### src/rtl/mva_pkg.sv
package mva_pkg;

    localparam int NUM_VOICES  = 9;
    localparam int VOICE_IDX_W = (NUM_VOICES > 1) ? $clog2(NUM_VOICES) : 1;

    localparam int STATUS_W = 8;
    localparam int NOTE_W   = 7;
    localparam int VEL_W    = 7;
    localparam int CHAN_W   = 4;
    localparam int CMD_W    = 4;
    localparam int VOICE_W  = 4;

    localparam int S_DATA_W = 24;
    localparam int M_DATA_W = 16;

    localparam logic [CMD_W-1:0] CMD_NOTE_OFF = 4'h8;
    localparam logic [CMD_W-1:0] CMD_NOTE_ON  = 4'h9;

    localparam logic ACT_KEY_ON  = 1'b0;
    localparam logic ACT_KEY_OFF = 1'b1;

    typedef struct packed {
        logic                   free_found;
        logic [VOICE_IDX_W-1:0] free_idx;
        logic                   match_found;
        logic [VOICE_IDX_W-1:0] match_idx;
    } t_pick;

endpackage

### src/rtl/mva_voice_pick.sv
module mva_voice_pick (
    input  logic [mva_pkg::NUM_VOICES-1:0]                   i_busy,
    input  logic [mva_pkg::NUM_VOICES-1:0][mva_pkg::NOTE_W-1:0] i_notes,
    input  logic [mva_pkg::NUM_VOICES-1:0][mva_pkg::CHAN_W-1:0] i_chans,
    input  logic [mva_pkg::NOTE_W-1:0]                        i_note,
    input  logic [mva_pkg::CHAN_W-1:0]                        i_chan,
    output mva_pkg::t_pick                                    o_pick
);

    always_comb begin
        o_pick = '0;
        // scan from the top so the lowest hit wins
        for (int i = mva_pkg::NUM_VOICES - 1; i >= 0; i--) begin
            if (!i_busy[i]) begin
                o_pick.free_found = 1'b1;
                o_pick.free_idx   = mva_pkg::VOICE_IDX_W'(i);
            end
            if (i_busy[i] && (i_notes[i] == i_note) && (i_chans[i] == i_chan)) begin
                o_pick.match_found = 1'b1;
                o_pick.match_idx   = mva_pkg::VOICE_IDX_W'(i);
            end
        end
    end

endmodule

### src/rtl/midi_voice_allocator.sv
// MIDI voice allocator.
// Slave channel: one word per three-byte MIDI message (status, note, velocity).
// Master channel: one word per key event; note-on always gives a key-on,
// note-off gives a key-off only when a busy voice holds that note and channel,
// every other status gives nothing.
// Note-on claims the lowest free voice, or overwrites voice 0 (stolen = 1)
// when all voices are busy.
// A message waits in the input register, and its event is then registered in the
// output register for the master side. Throughput: one message per cycle while
// the receiver does not stall, as the search of the voice table is combinational.
// When the receiver stalls, the output register holds its word and the input
// register keeps taking at most one more message, then tready drops.
// Synchronous reset clears every voice to free with note and channel zero,
// and empties both registers.
module midi_voice_allocator (
    input  logic                          i_clk,
    input  logic                          i_rst_n,
    input  logic                          i_s_tvalid,
    output logic                          o_s_tready,
    // [7:0] status_byte, [14:8] note_number, [21:15] velocity
    input  logic [mva_pkg::S_DATA_W-1:0]  i_s_tdata,
    output logic                          o_m_tvalid,
    input  logic                          i_m_tready,
    // [3:0] voice, [10:4] note_out, [14:11] midi_channel, [15] stolen
    output logic [mva_pkg::M_DATA_W-1:0]  o_m_tdata,
    // [0] action
    output logic                          o_m_tuser
);

    logic                                                r_in_valid;
    logic [mva_pkg::STATUS_W-1:0]                        r_in_status;
    logic [mva_pkg::NOTE_W-1:0]                          r_in_note;

    logic [mva_pkg::NUM_VOICES-1:0]                      r_busy;
    logic [mva_pkg::NUM_VOICES-1:0][mva_pkg::NOTE_W-1:0] r_notes;
    logic [mva_pkg::NUM_VOICES-1:0][mva_pkg::CHAN_W-1:0] r_chans;

    logic                                                r_out_valid;
    logic                                                r_out_action;
    logic [mva_pkg::VOICE_W-1:0]                         r_out_voice;
    logic [mva_pkg::NOTE_W-1:0]                          r_out_note;
    logic [mva_pkg::CHAN_W-1:0]                          r_out_chan;
    logic                                                r_out_stolen;

    logic [mva_pkg::CMD_W-1:0]                           w_cmd;
    logic [mva_pkg::CHAN_W-1:0]                          w_chan;
    mva_pkg::t_pick                                      w_pick;
    logic                                                w_fire;
    logic                                                w_on;
    logic                                                w_off;
    logic [mva_pkg::VOICE_IDX_W-1:0]                     n_on_idx;

    assign w_cmd  = r_in_status[mva_pkg::STATUS_W-1 -: mva_pkg::CMD_W];
    assign w_chan = r_in_status[mva_pkg::CHAN_W-1:0];

    mva_voice_pick u_pick (
        .i_busy  (r_busy),
        .i_notes (r_notes),
        .i_chans (r_chans),
        .i_note  (r_in_note),
        .i_chan  (w_chan),
        .o_pick  (w_pick)
    );

    assign w_fire   = r_in_valid && (!r_out_valid || i_m_tready);
    assign w_on     = (w_cmd == mva_pkg::CMD_NOTE_ON);
    assign w_off    = (w_cmd == mva_pkg::CMD_NOTE_OFF) && w_pick.match_found;
    assign n_on_idx = w_pick.free_found ? w_pick.free_idx : '0;

    assign o_s_tready = !r_in_valid || w_fire;
    assign o_m_tvalid = r_out_valid;
    assign o_m_tuser  = r_out_action;
    assign o_m_tdata  = {r_out_stolen, r_out_chan, r_out_note, r_out_voice};

    always_ff @(posedge i_clk) begin
        if (!i_rst_n) begin
            r_in_valid  <= 1'b0;
            r_out_valid <= 1'b0;
            r_busy      <= '0;
            r_notes     <= '0;
            r_chans     <= '0;
        end else begin
            if (o_s_tready) begin
                r_in_valid <= i_s_tvalid;
            end
            if (w_fire) begin
                r_out_valid <= w_on || w_off;
            end else if (i_m_tready) begin
                r_out_valid <= 1'b0;
            end
            if (w_fire && w_on) begin
                r_busy[n_on_idx]  <= 1'b1;
                r_notes[n_on_idx] <= r_in_note;
                r_chans[n_on_idx] <= w_chan;
            end
            if (w_fire && w_off) begin
                r_busy[w_pick.match_idx] <= 1'b0;
            end
        end
    end

    always_ff @(posedge i_clk) begin
        if (o_s_tready && i_s_tvalid) begin
            r_in_status <= i_s_tdata[mva_pkg::STATUS_W-1:0];
            r_in_note   <= i_s_tdata[mva_pkg::STATUS_W +: mva_pkg::NOTE_W];
        end
        if (w_fire) begin
            r_out_action <= w_on ? mva_pkg::ACT_KEY_ON : mva_pkg::ACT_KEY_OFF;
            r_out_voice  <= w_on ? mva_pkg::VOICE_W'(n_on_idx)
                                 : mva_pkg::VOICE_W'(w_pick.match_idx);
            r_out_note   <= r_in_note;
            r_out_chan   <= w_chan;
            r_out_stolen <= w_on && !w_pick.free_found;
        end
    end

`ifndef SYNTHESIS
    a_steal_only_when_full: assert property (@(posedge i_clk) disable iff (!i_rst_n)
        (w_fire && w_on && !w_pick.free_found) |-> (&r_busy))
        else $error("voice stolen while a voice was free");

    a_stolen_is_voice0_on: assert property (@(posedge i_clk) disable iff (!i_rst_n)
        (r_out_valid && r_out_stolen) |->
        (r_out_voice == '0 && r_out_action == mva_pkg::ACT_KEY_ON))
        else $error("stolen flag on a wrong event");

    a_on_marks_busy: assert property (@(posedge i_clk) disable iff (!i_rst_n)
        (w_fire && w_on) |=> r_busy[$past(n_on_idx)])
        else $error("keyed-on voice not busy");

    a_off_frees: assert property (@(posedge i_clk) disable iff (!i_rst_n)
        (w_fire && w_off) |=> !r_busy[$past(w_pick.match_idx)])
        else $error("keyed-off voice still busy");
`endif

endmodule
### config.mk
export PLATFORM = sky130hd
export DESIGN_NAME = midi_voice_allocator
export DESIGN_NICKNAME = d
export VERILOG_FILES = /design/src/rtl/mva_pkg.sv /design/src/rtl/mva_voice_pick.sv /design/src/rtl/midi_voice_allocator.sv
export SDC_FILE = /design/constraint.sdc
export NUM_CORES = 1
export LEC_CHECK = 0
export ABC_AREA = 1
export BUFFER_PORTS_ARGS = -buffer_cell sky130_fd_sc_hd__buf_4
export CORE_ASPECT_RATIO = 1.2
export CORE_MARGIN = 3
export CORE_UTILIZATION = 60
export CTS_CLUSTER_DIAMETER = 40
export CTS_CLUSTER_SIZE = 28
export DETAILED_ROUTE_END_ITERATION = 8
export HOLD_SLACK_MARGIN = 0.1
export MAX_ROUTING_LAYER = met4
export PLACE_DENSITY = 0.79
export SLEW_MARGIN = 0
export SYNTH_ARGS = -nofsm -noshare
export SYNTH_HDL_FRONTEND = slang
export SYNTH_SLANG_ARGS = --single-unit
### constraint.sdc
create_clock -name i_clk -period 2.3 [get_ports i_clk]
set_input_delay 0.115 -clock i_clk [delete_from_list [all_inputs] [get_ports i_clk]]
set_output_delay 0.115 -clock i_clk [all_outputs]
set_load 0.02 [all_outputs]
==> summary by stage, run 1 <==
Status
The run finished with clean final reports.

Routing
The wire length per cell is 17.6 µm. The vias per cell is 5.80. Before antenna repair, the detailed router went through 7 iterations. The total DRC errors in the routed layout is 0.

The via count is 6128. The number of design-rule violations left by the first detailed-router iteration is 597. The remaining antenna violation count after routing is 0. The wire length reported by the detailed router is 18.6 mm.

Clock network
The number of CTS-inserted buffers is 17. The number of buffers between clock root and the deepest sink is 2. The clock tree synthesis step divided the H-tree into 4 levels. TritonCTS built the clock tree.

CTS placed an instance of sky130_fd_sc_hd__clkbuf_16 at the clock tree root. After clock tree synthesis, the clock-pin slew on the worst setup and hold paths is 0.06 ns. The latest clock arrival within the worst-skew pair is 0.42 ns. The CTS sink count is 142.

Yosys
The cell count after synthesis came out at 850. The post-synthesis net count is 878. The synthesized netlist contains 35 unique library cells. The cell area that synthesis handed to floorplanning was 6550 µm².

After synthesis the netlist holds a flip-flop and latch count of 142. For this run, the number of Yosys warnings is 0. The prevailing post-synth register cell is sky130_fd_sc_hd__dfxtp_1. The post-synthesis sequential area ratio is 0.483. In the synthesized netlist the async set-or-reset flop fraction comes to 0. A synthesized cell averages 7.71 µm². The number of enable flip-flop cells after synthesis is 32.

GRT
The aggregate global routing overflow is 0. The largest net degree at the start of global routing is 69. The initial antenna violation count is 0. The number of global-route vias before repair came to 5887. In the global route stage, overall resource usage came out at 0.312. The global-route wire length before repair is 28.4 mm.

Run
Across the run, the number of max-cap violations was 0.

Timing
Of the available clock period, the critical path in the final layout requires 0.962. At the pin with the least slew margin, the transition time is 0.709 ns. Setup repair after global routing could not meet its margin everywhere.

The max-slew violation count is 0. Subtracting the final worst setup slack from the clock period gives 2.21 ns. After routing, the total negative slack on setup checks comes to 0 ns. Across the routed clock network, the largest skew measured is 0.0108 ns. The setup violation total in the final timing report is 0. The count of final hold-check violations is 0. Timing would allow up to 452 MHz. The worst slew margin relative to its limit is 0.523.

Floorplan
The vertical extent of the die is 120 µm. The core outline area is 10600 µm². For this configuration, the core starts out at a cell density of 0.620.

The area enclosed by the die boundary is 12200 µm². 47 I/O pins were placed. The die is 101 µm wide.

After floorplanning, the core was divided into 41 placement rows.

Power and ir drop
The leakage power figure is 0.00315 µW. The cell area power density is 773 nW/µm². IR analysis of the VDD net gives a maximum drop of 421 µV.

Cells and area
The count of cells in the finished layout, fillers not included, comes to 1057. The commonest non-fill, non-tap cell in the layout is sky130_fd_sc_hd__nand2_1. The design area is 7980 µm². In the final layout, the share of cells above drive strength 1 is 0.165. Relative to the synthesized area, the layout overhead comes to 21.7%. The filler cells instantiated in the layout total 715. The antenna diode count is 0. At the end of the flow, the number of nets in the layout was 943. Leaving out fill and tap cells, the most frequent cells in the layout are 160 x sky130_fd_sc_hd__nand2_1, 117 x sky130_fd_sc_hd__a21oi_1, 110 x sky130_fd_sc_hd__dfxtp_1, 91 x sky130_fd_sc_hd__inv_1, 87 x sky130_fd_sc_hd__o21ai_0.

Setup path
The worst-path cell with the longest stage delay is sky130_fd_sc_hd__edfxtp_1. The worst reg2reg path depth is 12. The setup path with the least slack is of type flop to flop. Walking the worst path, the cells encountered are inv_2 -> o21ai_0 -> nor2_1 -> nand3_1 -> nor2_1 -> nand2_1 -> nand2_1 -> nand2_1 -> nand2_1 -> nand2_1 -> nand2_1 -> o21ai_1. Of all nets on the critical path, the largest fanout is 12.

STA classifies the critical path startpoint as a flop. The cell family with the largest share of critical-path delay is simple AND/OR/NAND/NOR gates. The capturing point of the worst reg2reg path is r_out_voice[0].

For the worst setup path, the data required time is 2.46 ns. The arrival time of data at the critical path endpoint is 2.37 ns. The highest cell delay on the worst timing path is 0.47 ns. The reg-to-reg critical path startpoint is r_in_status[1].

STA classifies the critical path endpoint as a flop. The critical path's most frequent cell is sky130_fd_sc_hd__nand2_1. The worst register-to-register path has a setup slack of 0.09 ns.

Counting both buffers and inverters, the worst setup path holds a total of 1.

Placement
The area of placed instances is 7030 µm². The count of buffers added on input and output ports is 37. The estimated wirelength of the detail-placed design is 12.0 mm. Including well taps, the total number of placed cells is 999. The placer congestion estimate is 0.955.

Min path
The startpoint of the most critical hold path is i_rst_n. The worst min-delay path class is primary input to flop. The worst hold endpoint is r_busy[7]. The worst hold path depth is 3.
## synthesized netlist by cell type, types with 3 or more instances
master                      count  share of area
sky130_fd_sc_hd__nand3_2        3         0.0046
sky130_fd_sc_hd__nor2_2         6         0.0057
sky130_fd_sc_hd__xnor2_1       12          0.016
sky130_fd_sc_hd__clkbuf_1      14         0.0080
sky130_fd_sc_hd__dfxtp_1      110           0.34
sky130_fd_sc_hd__xor2_1        12          0.016
sky130_fd_sc_hd__nand2_1      161          0.092
sky130_fd_sc_hd__o2111ai_1      5         0.0067
sky130_fd_sc_hd__nor3_1         7         0.0053
sky130_fd_sc_hd__o211ai_1       5         0.0057
sky130_fd_sc_hd__o22ai_1        5         0.0048
sky130_fd_sc_hd__nand4_1       19          0.018
sky130_fd_sc_hd__o21ai_0       87          0.066
sky130_fd_sc_hd__buf_2         31          0.024
sky130_fd_sc_hd__inv_2         17         0.0097
sky130_fd_sc_hd__inv_1         93          0.053
sky130_fd_sc_hd__o21ai_1       35          0.027
sky130_fd_sc_hd__edfxtp_1      32           0.15
sky130_fd_sc_hd__buf_4          6         0.0069
sky130_fd_sc_hd__nand3_1       13         0.0099
sky130_fd_sc_hd__nand2_2        5         0.0048
sky130_fd_sc_hd__nor2_1        40          0.023
sky130_fd_sc_hd__a21oi_1      117          0.089
## report_power, final
part / switching [µW] / internal, µW
combinational: 247 / 155
sequential: 23.0 / 2580
clock: 1040 / 2120
## cells by family after synthesis
| kind of cell | synth area share |
|---|---|
| AND/OR/NAND/NOR | 0.179 |
| AO/OA/AOI/OAI | 0.202 |
| XOR/XNOR | 0.0321 |
| flip-flops | 0.483 |
| buffers and inverters | 0.104 |
## worst min-delay path, cell delays in order
cell and delay, ns:
sky130_fd_sc_hd__buf_4 0.22, sky130_fd_sc_hd__o21ai_1 0.11, sky130_fd_sc_hd__a21oi_1 0.04
## area by class of cell
cell class | count | area (µm²) | area share
tap | 129 | 161 | 0.0202
timing repair buffer | 98 | 822 | 0.103
sequential | 142 | 3160 | 0.396
clock buffer | 20 | 468 | 0.0587
multi-input combinational | 545 | 2730 | 0.342
inverter | 111 | 422 | 0.0529
clock inverter | 12 | 213 | 0.0267
## stage by stage
stage	total power (µW)	utilization	hold slack [ns]	setup WS (ns)
2_1_floorplan	2860	-	0.214	0.533
3_3_place_gp	3000	0.665	0.293	0.170
3_5_place_dp	3010	0.665	0.295	0.156
4_1_cts	6150	0.747	0.118	0.112
5_1_grt	6320	0.755	0.145	-0.0723
6_report	6160	0.755	0.122	0.0878
## routing by layer
| metal | vias up | wire length [µm] | GRT usage |
|---|---|---|---|
| li1 | 2933 | - | - |
| met1 | 2817 | 7180 | 0.353 |
| met2 | 310 | 9050 | 0.502 |
| met3 | 68 | 1480 | 0.0762 |
| met4 | 0 | 904 | 0.176 |
| met5 | - | 0 | - |
## repair_timing
item | CTS | global route
endpoints found under the setup margin | 0 | 14
endpoints found under the hold margin | 17 | 0
gates resized for setup | 0 | 7
setup buffers | 0 | 8
hold buffers | 18 | 0
## flip-flops by register name (all words and copies together) (netlist names)
signal        cells
r_notes          63
r_chans          36
r_busy            9
r_in_status       8
r_in_note         7
r_out_note        7
r_out_chan        4
r_out_voice       4
o_m_tuser         1
o_m_tvalid        1
r_in_valid        1
r_out_stolen      1
## worst max path at each step
stage	start	to	slack, ns	cells after the start
after detailed placement	r_in_note[2]	r_out_voice[0]	0.16	12
after global placement	r_in_status[3]	r_busy[5]	0.17	12
after floorplan	r_in_status[1]	r_out_voice[0]	0.53	13
after global routing	r_in_note[0]	r_out_voice[0]	-0.07	16
final	r_in_status[1]	r_out_voice[0]	0.09	12
after CTS	r_in_note[2]	r_out_voice[0]	0.11	12
(Power assumes the default switching activity.)
==> run 2: changes to the inputs <==
==> constraint.sdc (replaced) <==
create_clock -name i_clk -period 2.22 [get_ports i_clk]
set_input_delay 0.111 -clock i_clk [delete_from_list [all_inputs] [get_ports i_clk]]
set_output_delay 0.111 -clock i_clk [all_outputs]
set_load 0.02 [all_outputs]
==> summary by stage, run 2 (synthesis gave the netlist of run 1 again) <==
Timing
The maximum frequency from static timing analysis is 460 MHz (+1.8%). The setup violation total in the final timing report is 0 (unchanged). The minimum clock period after layout is 2.17 ns (-0.0399 ns). The pin slew with the least headroom to its limit is 0.786 ns (+0.0766 ns).

The count of final hold-check violations was 0 (unchanged). The final clock skew is 0.0155 ns (+0.00477 ns). The fraction of the cycle the final worst path needs came to 0.979 (+0.0167). The worst slew margin relative to its limit is 0.475 (-0.0473). The max-slew violation count came to 0 (unchanged).

Cells and area
The number of fillers in the final layout is 741 (+3.6%). The register cell area after layout is 3160 µm² (unchanged). In the layout the commonest cells are 158 x sky130_fd_sc_hd__nand2_1, 117 x sky130_fd_sc_hd__a21oi_1, 110 x sky130_fd_sc_hd__dfxtp_1, 91 x sky130_fd_sc_hd__inv_1, 87 x sky130_fd_sc_hd__o21ai_0. The commonest non-fill, non-tap cell in the layout is sky130_fd_sc_hd__nand2_1. More flip-flops sit in one register than any other, and that register is r_notes. The flip-flop count of the largest register after layout is 63 (unchanged). The area occupied by multi-input gates is 2740 µm² (+0.37%).

Compared with the post-synthesis result, the final layout area differs by 21.1%. The largest registers in the layout are r_notes x63, r_chans x36, r_busy x9. The proportion of layout cells with a drive suffix above 1 is 0.173 (+0.00769). The final instance count without filler cells is 1062 (+0.47%).

The count of nets after finishing is 949 (+0.64%). The utilization of the core after routing came to 0.751 (-0.00379). The antenna diode count came to 0 (unchanged).

Floorplan
The horizontal die dimension is 101 µm (unchanged). The number of standard-cell rows in the floorplan is 41 (unchanged). The core outline area is 10600 µm² (unchanged). The area enclosed by the die boundary was 12200 µm² (unchanged). The vertical extent of the die is 120 µm (unchanged). The effective utilization at floorplan came to 0.620 (unchanged). The number of primary I/O pins is 47 (unchanged).

Clock network
In this run the clock root is driven by a sky130_fd_sc_hd__clkbuf_16. The latest clock arrival within the worst-skew pair is 0.43 ns (about the same). The CTS sink count is 142 (unchanged). The clock tree from TritonCTS is done. The number of buffers between clock root and the deepest sink is 2 (unchanged). The clock-pin slew reported for the worst setup and hold paths after clock tree synthesis is 0.07 ns (about the same).

The number of H-tree levels is 4 (unchanged). The number of CTS-inserted buffers came to 17 (unchanged).

Setup path
The worst setup path is captured at a flop. STA classifies the critical path startpoint as a flop. The critical path in this run is classified as flop to flop. The required time of the critical path came to 2.54 ns (+0.08 ns). The arrival time of data at the critical path endpoint is 2.49 ns (+0.12 ns). The register-to-register path setup slack came to 0.05 ns (-0.04 ns). The largest fanout of any net on the critical path came to 7 (-5).

Power and ir drop
The maximum ir drop on the vdd rail was 405 µV (-3.8%). The leakage power figure is 0.00313 µW (-0.63%). The cell area power density came to 747 nW/µm² (-3.3%). The total power draw is 5930 µW (-3.8%).

Run
The number of max-capacitance violations reported is 0 (unchanged).

Routing
The vias per cell is 5.79 (-0.15%). The wire length per cell is 17.6 µm (about the same). The wire length reported by the detailed router is 18.7 mm (+0.54%). The via count is 6148 (+0.33%).

The remaining antenna violation count after routing is 0 (unchanged). The number of design-rule violations left by the first detailed-router iteration is 633 (+6.0%). The total iterations of the first detailed-routing run is 5 (-2). The total DRC errors in the routed layout is 0 (unchanged).

GRT
The overall routing resource usage came to 0.314 (+0.00174). The largest net degree at the start of global routing came to 62 (-10%). The global-route wire length before repair is 28.5 mm (+0.27%). The number of global-route vias before repair is 5811 (-1.3%). The aggregate global routing overflow is 0 (unchanged). The initial antenna violation count came to 0 (unchanged).

Placement
The number of cells in the design after placement is 1006 (+0.70%). The number of I/O port buffers was 37 (unchanged). The estimated wirelength of the detail-placed design came to 11.9 mm (-0.67%). The placer congestion estimate came to 0.939 (-1.6%).

Min path
The tightest min-delay check is of the primary input to flop type.

Status
The flow ran to the end, and the final reports show no timing, DRC or antenna violations.
run 2: final timing paths:
path / startpoint / end / depth (start not counted)
setup / recovery: r_in_status[0] / r_busy[2] / 15
hold / removal: i_rst_n / r_notes[19] / 3
setup reg to reg: r_in_status[0] / r_busy[2] / 15
hold reg to reg: r_chans[27] / r_chans[27] / 2
run 2: metrics by stage:
stage / setup TNS [ns] / setup slack (ns) / area (µm²) / hold WS, ns
floorplan: 0 / 0.453 / 6550 / 0.210
global placement: 0 / 0.144 / 7070 / 0.290
finish: 0 / 0.0476 / 7940 / 0.158
CTS: 0 / 0.0899 / 7840 / 0.145
detailed placement: 0 / 0.0312 / 7070 / 0.290
global route: -0.0210 / -0.0144 / 7940 / 0.176
run 2: timing repair:
action / CTS / global route
endpoints found under the setup margin: 2 / 12
gates cloned: 0 / 1
pin swaps: 0 / 4
resized for setup: 0 / 19
endpoints found under the hold margin: 17 / 0
buffers inserted: 2 / 5
hold buffers: 18 / 0
run 2: layout make-up:
| cell class | count | share of cell area |
|---|---|---|
| Sequential cell | 142 | 0.398 |
| Clock buffer | 25 | 0.0624 |
| Inverter | 111 | 0.0538 |
| Timing Repair inverter | 1 | 0.000946 |
| Multi-Input combinational cell | 545 | 0.345 |
| Timing Repair Buffer | 103 | 0.109 |
| Clock inverter | 6 | 0.0104 |
| Tap cell | 129 | 0.0203 |
run 2: critical path, stage by stage, from the launching register on:
cell,delay [ns]
sky130_fd_sc_hd__edfxtp_1,0.44
sky130_fd_sc_hd__clkinvlp_4,0.22
sky130_fd_sc_hd__buf_4,0.20
sky130_fd_sc_hd__nand2_1,0.06
sky130_fd_sc_hd__nand4_1,0.09
sky130_fd_sc_hd__nor2_1,0.12
sky130_fd_sc_hd__nand3_1,0.10
sky130_fd_sc_hd__buf_4,0.15
sky130_fd_sc_hd__nand2_1,0.06
sky130_fd_sc_hd__nand3_1,0.11
sky130_fd_sc_hd__nand2_2,0.11
sky130_fd_sc_hd__nand2_4,0.08
sky130_fd_sc_hd__a21oi_2,0.14
sky130_fd_sc_hd__nand2_1,0.06
sky130_fd_sc_hd__nand2_1,0.07
sky130_fd_sc_hd__inv_1,0.04
run 2: report_power, final:
| group | switching [µW] | internal (µW) | total [µW] |
|---|---|---|---|
| combinational | 262 | 169 | 431 |
| sequential | 23.9 | 2680 | 2700 |
| clock | 1040 | 1760 | 2800 |
run 2: layer usage:
metal	track usage	vias up	share of wire
li1	-	2943	-
met1	0.361	2840	0.38
met2	0.512	305	0.48
met3	0.0750	60	0.097
met4	0.152	0	0.040
met5	-	-	0
==> run 3: changes to the inputs <==
--- a/config.mk
+++ b/config.mk
@@ -6,7 +6,7 @@
 export NUM_CORES = 1
 export LEC_CHECK = 0
 export ABC_AREA = 1
-export BUFFER_PORTS_ARGS = -buffer_cell sky130_fd_sc_hd__buf_4
+export BUFFER_PORTS_ARGS = -buffer_cell sky130_fd_sc_hd__buf_2
 export CORE_ASPECT_RATIO = 1.2
 export CORE_MARGIN = 3
 export CORE_UTILIZATION = 60
==> summary by stage, run 3 (synthesis gave the netlist of run 1 again) <==
Cells and area
The design area was 7940 µm² (about the same). The register cell area after layout was 3160 µm² (unchanged). Leaving out fill and tap cells, the most frequent cells in the layout are 158 x sky130_fd_sc_hd__nand2_1, 117 x sky130_fd_sc_hd__a21oi_1, 110 x sky130_fd_sc_hd__dfxtp_1, 92 x sky130_fd_sc_hd__inv_1, 86 x sky130_fd_sc_hd__o21ai_0. The area occupied by multi-input gates is 2760 µm² (+0.68%). The proportion of layout cells with a drive suffix above 1 is 0.177 (+0.00397). The antenna diode count is 0 (unchanged). The largest registers in the layout are r_notes x63, r_chans x36, r_busy x9. The area growth from synthesis to final layout came to 21.2% (about the same).

Counting flops per register, the top entry is r_notes. The count of nets after finishing is 944 (-0.53%). The number of fillers in the final layout was 748 (+0.94%). The flip-flop count of the largest register after layout was 63 (unchanged). The commonest non-fill, non-tap cell in the layout is sky130_fd_sc_hd__nand2_1.

Clock network
The clock-pin slew reported for the worst setup and hold paths after clock tree synthesis was 0.06 ns (about the same). The number of buffers between clock root and the deepest sink is 2 (unchanged). The CTS sink count is 142 (unchanged). The tree is rooted in a sky130_fd_sc_hd__clkbuf_16.

The number of H-tree levels is 4 (unchanged). The latest clock arrival within the worst-skew pair is 0.42 ns (about the same). The clock tree from TritonCTS is done. The number of CTS-inserted buffers was 17 (unchanged).

Timing
The final clock skew is 0.0158 ns (+0.000313 ns). The pin slew with the least headroom to its limit came to 0.671 ns (-0.115 ns). The least setup slack across all paths after layout is 0.0106 ns (-0.0371 ns). Setup repair after global routing could not meet its margin everywhere.

The minimum clock period after layout is 2.21 ns (+0.0371 ns). The worst slew margin relative to its limit is 0.552 (+0.0766). The max-slew violation count is 0 (unchanged). The count of final hold-check violations is 0 (unchanged). The fraction of the cycle the final worst path needs is 0.995 (+0.0167). The maximum frequency from static timing analysis came to 453 MHz (-1.7%). The setup violation total in the final timing report is 0 (unchanged).

GRT
The global-route wire length before repair is 29.0 mm (+1.8%). The overall routing resource usage is 0.317 (+0.00288). The initial antenna violation count is 0 (unchanged). The aggregate global routing overflow is 0 (unchanged).

The largest net degree at the start of global routing was 75 (+21%). The number of global-route vias before repair is 5921 (+1.9%).

Floorplan
The core outline area is 10600 µm² (unchanged). The effective utilization at floorplan was 0.620 (unchanged). The area enclosed by the die boundary is 12200 µm² (unchanged). The vertical extent of the die is 120 µm (unchanged). The number of standard-cell rows in the floorplan is 41 (unchanged). The number of primary I/O pins was 47 (unchanged). The horizontal die dimension came to 101 µm (unchanged).

Routing
The wire length per cell is 17.3 µm (-1.6%). The number of design-rule violations left by the first detailed-router iteration came to 643 (+1.6%). The wire length reported by the detailed router was 18.4 mm (-1.9%). The total iterations of the first detailed-routing run is 6 (+1). The via count is 6201 (+0.86%). The remaining antenna violation count after routing came to 0 (unchanged).

The total DRC errors in the routed layout is 0 (unchanged). The vias per cell is 5.86 (+1.2%).

Power and ir drop
The maximum ir drop on the vdd rail was 454 µV (+12%). The leakage power figure is 0.00313 µW (about the same). The cell area power density is 780 nW/µm² (+4.3%).

Placement
The estimated wirelength of the detail-placed design is 11.9 mm (-0.79%). The number of I/O port buffers is 37 (unchanged). The placer congestion estimate was 0.981 (+4.4%). The post-placement setup slack is 0.109 ns (+0.0775 ns). The area of placed instances is 6970 µm² (-1.4%).

Setup path
The arrival time of data at the critical path endpoint is 2.52 ns (+0.03 ns). The required time of the critical path is 2.53 ns (about the same). The endpoint kind of the worst setup timing path is a flop. STA classifies the critical path startpoint as a flop.

The category of the most critical setup path is flop to flop. The largest fanout of any net on the critical path is 12 (+5).

Run
The number of max-capacitance violations reported came to 0 (unchanged).

Status
The run finished with clean final reports.

Min path
The worst min-delay path class is primary input to flop.
-- run 3: cell types whose count changed in the layout (fill, tap and decap cells not counted), moves of 2 or more --
cell                        previous run  this run
sky130_fd_sc_hd__clkinv_2              4         1
sky130_fd_sc_hd__inv_2                16        14
sky130_fd_sc_hd__clkbuf_16            17        19
sky130_fd_sc_hd__buf_4                78        35
sky130_fd_sc_hd__buf_12                2         5
sky130_fd_sc_hd__clkinv_4              0         2
sky130_fd_sc_hd__inv_4                 2         4
sky130_fd_sc_hd__buf_2                 0        37
sky130_fd_sc_hd__nand3_2               2         4
sky130_fd_sc_hd__clkbuf_1              4         2
-- run 3: path summary, 6_finish.rpt --
kind                              startpoint     endpoint  slack [ns]  cells after the start
worst max register to register  r_in_note[5]    r_busy[4]        0.01                     11
worst min register to register   r_notes[10]  r_notes[10]        0.46                      2
worst max-delay path            r_in_note[5]    r_busy[4]        0.01                     11
worst min-delay path                 i_rst_n  r_notes[62]        0.20                      3
-- run 3: power by group --
group	internal (µW)	leakage, µW	total [µW]	switching, µW
combinational	153	0.00163	408	255
sequential	2680	0.00119	2700	21.0
clock	2030	0.000317	3090	1060
-- run 3: routing by layer --
layer / global-route usage / up-vias / part of all wire
li1: - / 2932 / -
met1: 0.367 / 2881 / 0.39
met2: 0.503 / 316 / 0.49
met3: 0.0756 / 72 / 0.071
met4: 0.175 / 0 / 0.049
met5: - / - / 0
-- run 3: stage by stage --
stage	cells	hold WS [ns]	setup TNS, ns	utilization	total power, µW
global route	1058	0.214	-0.215	0.752	6370
global placement	1000	0.289	0	0.659	3100
CTS	1050	0.178	0	0.739	6190
finish	1058	0.196	0	0.752	6190
floorplan	850	0.210	0	-	2970
detailed placement	1000	0.290	0	0.659	3100
-- run 3: layout make-up --
cell class	instances	area share
Timing Repair Buffer	99	0.0973
Clock inverter	7	0.0151
Inverter	111	0.0542
Sequential cell	142	0.398
Tap cell	129	0.0203
Multi-Input combinational cell	545	0.347
Clock buffer	25	0.0677
-- run 3: what timing repair did --
action / CTS / global route
setup buffers: 0 / 8
gates resized for setup: 0 / 26
endpoints found under the hold margin: 17 / 0
hold buffers: 18 / 0
setup endpoints to repair: 0 / 13
-- run 3: worst max-delay path, cell delays in order, from the launching register on --
cell and delay (ns):
sky130_fd_sc_hd__edfxtp_1 0.51, sky130_fd_sc_hd__buf_4 0.20, sky130_fd_sc_hd__inv_4 0.16, sky130_fd_sc_hd__o211ai_1 0.12, sky130_fd_sc_hd__nor3_1 0.25, sky130_fd_sc_hd__nand3_2 0.23
sky130_fd_sc_hd__nand2_2 0.17, sky130_fd_sc_hd__inv_1 0.06, sky130_fd_sc_hd__nand2_2 0.14, sky130_fd_sc_hd__nand3_1 0.12, sky130_fd_sc_hd__nand2_1 0.09, sky130_fd_sc_hd__inv_1 0.04
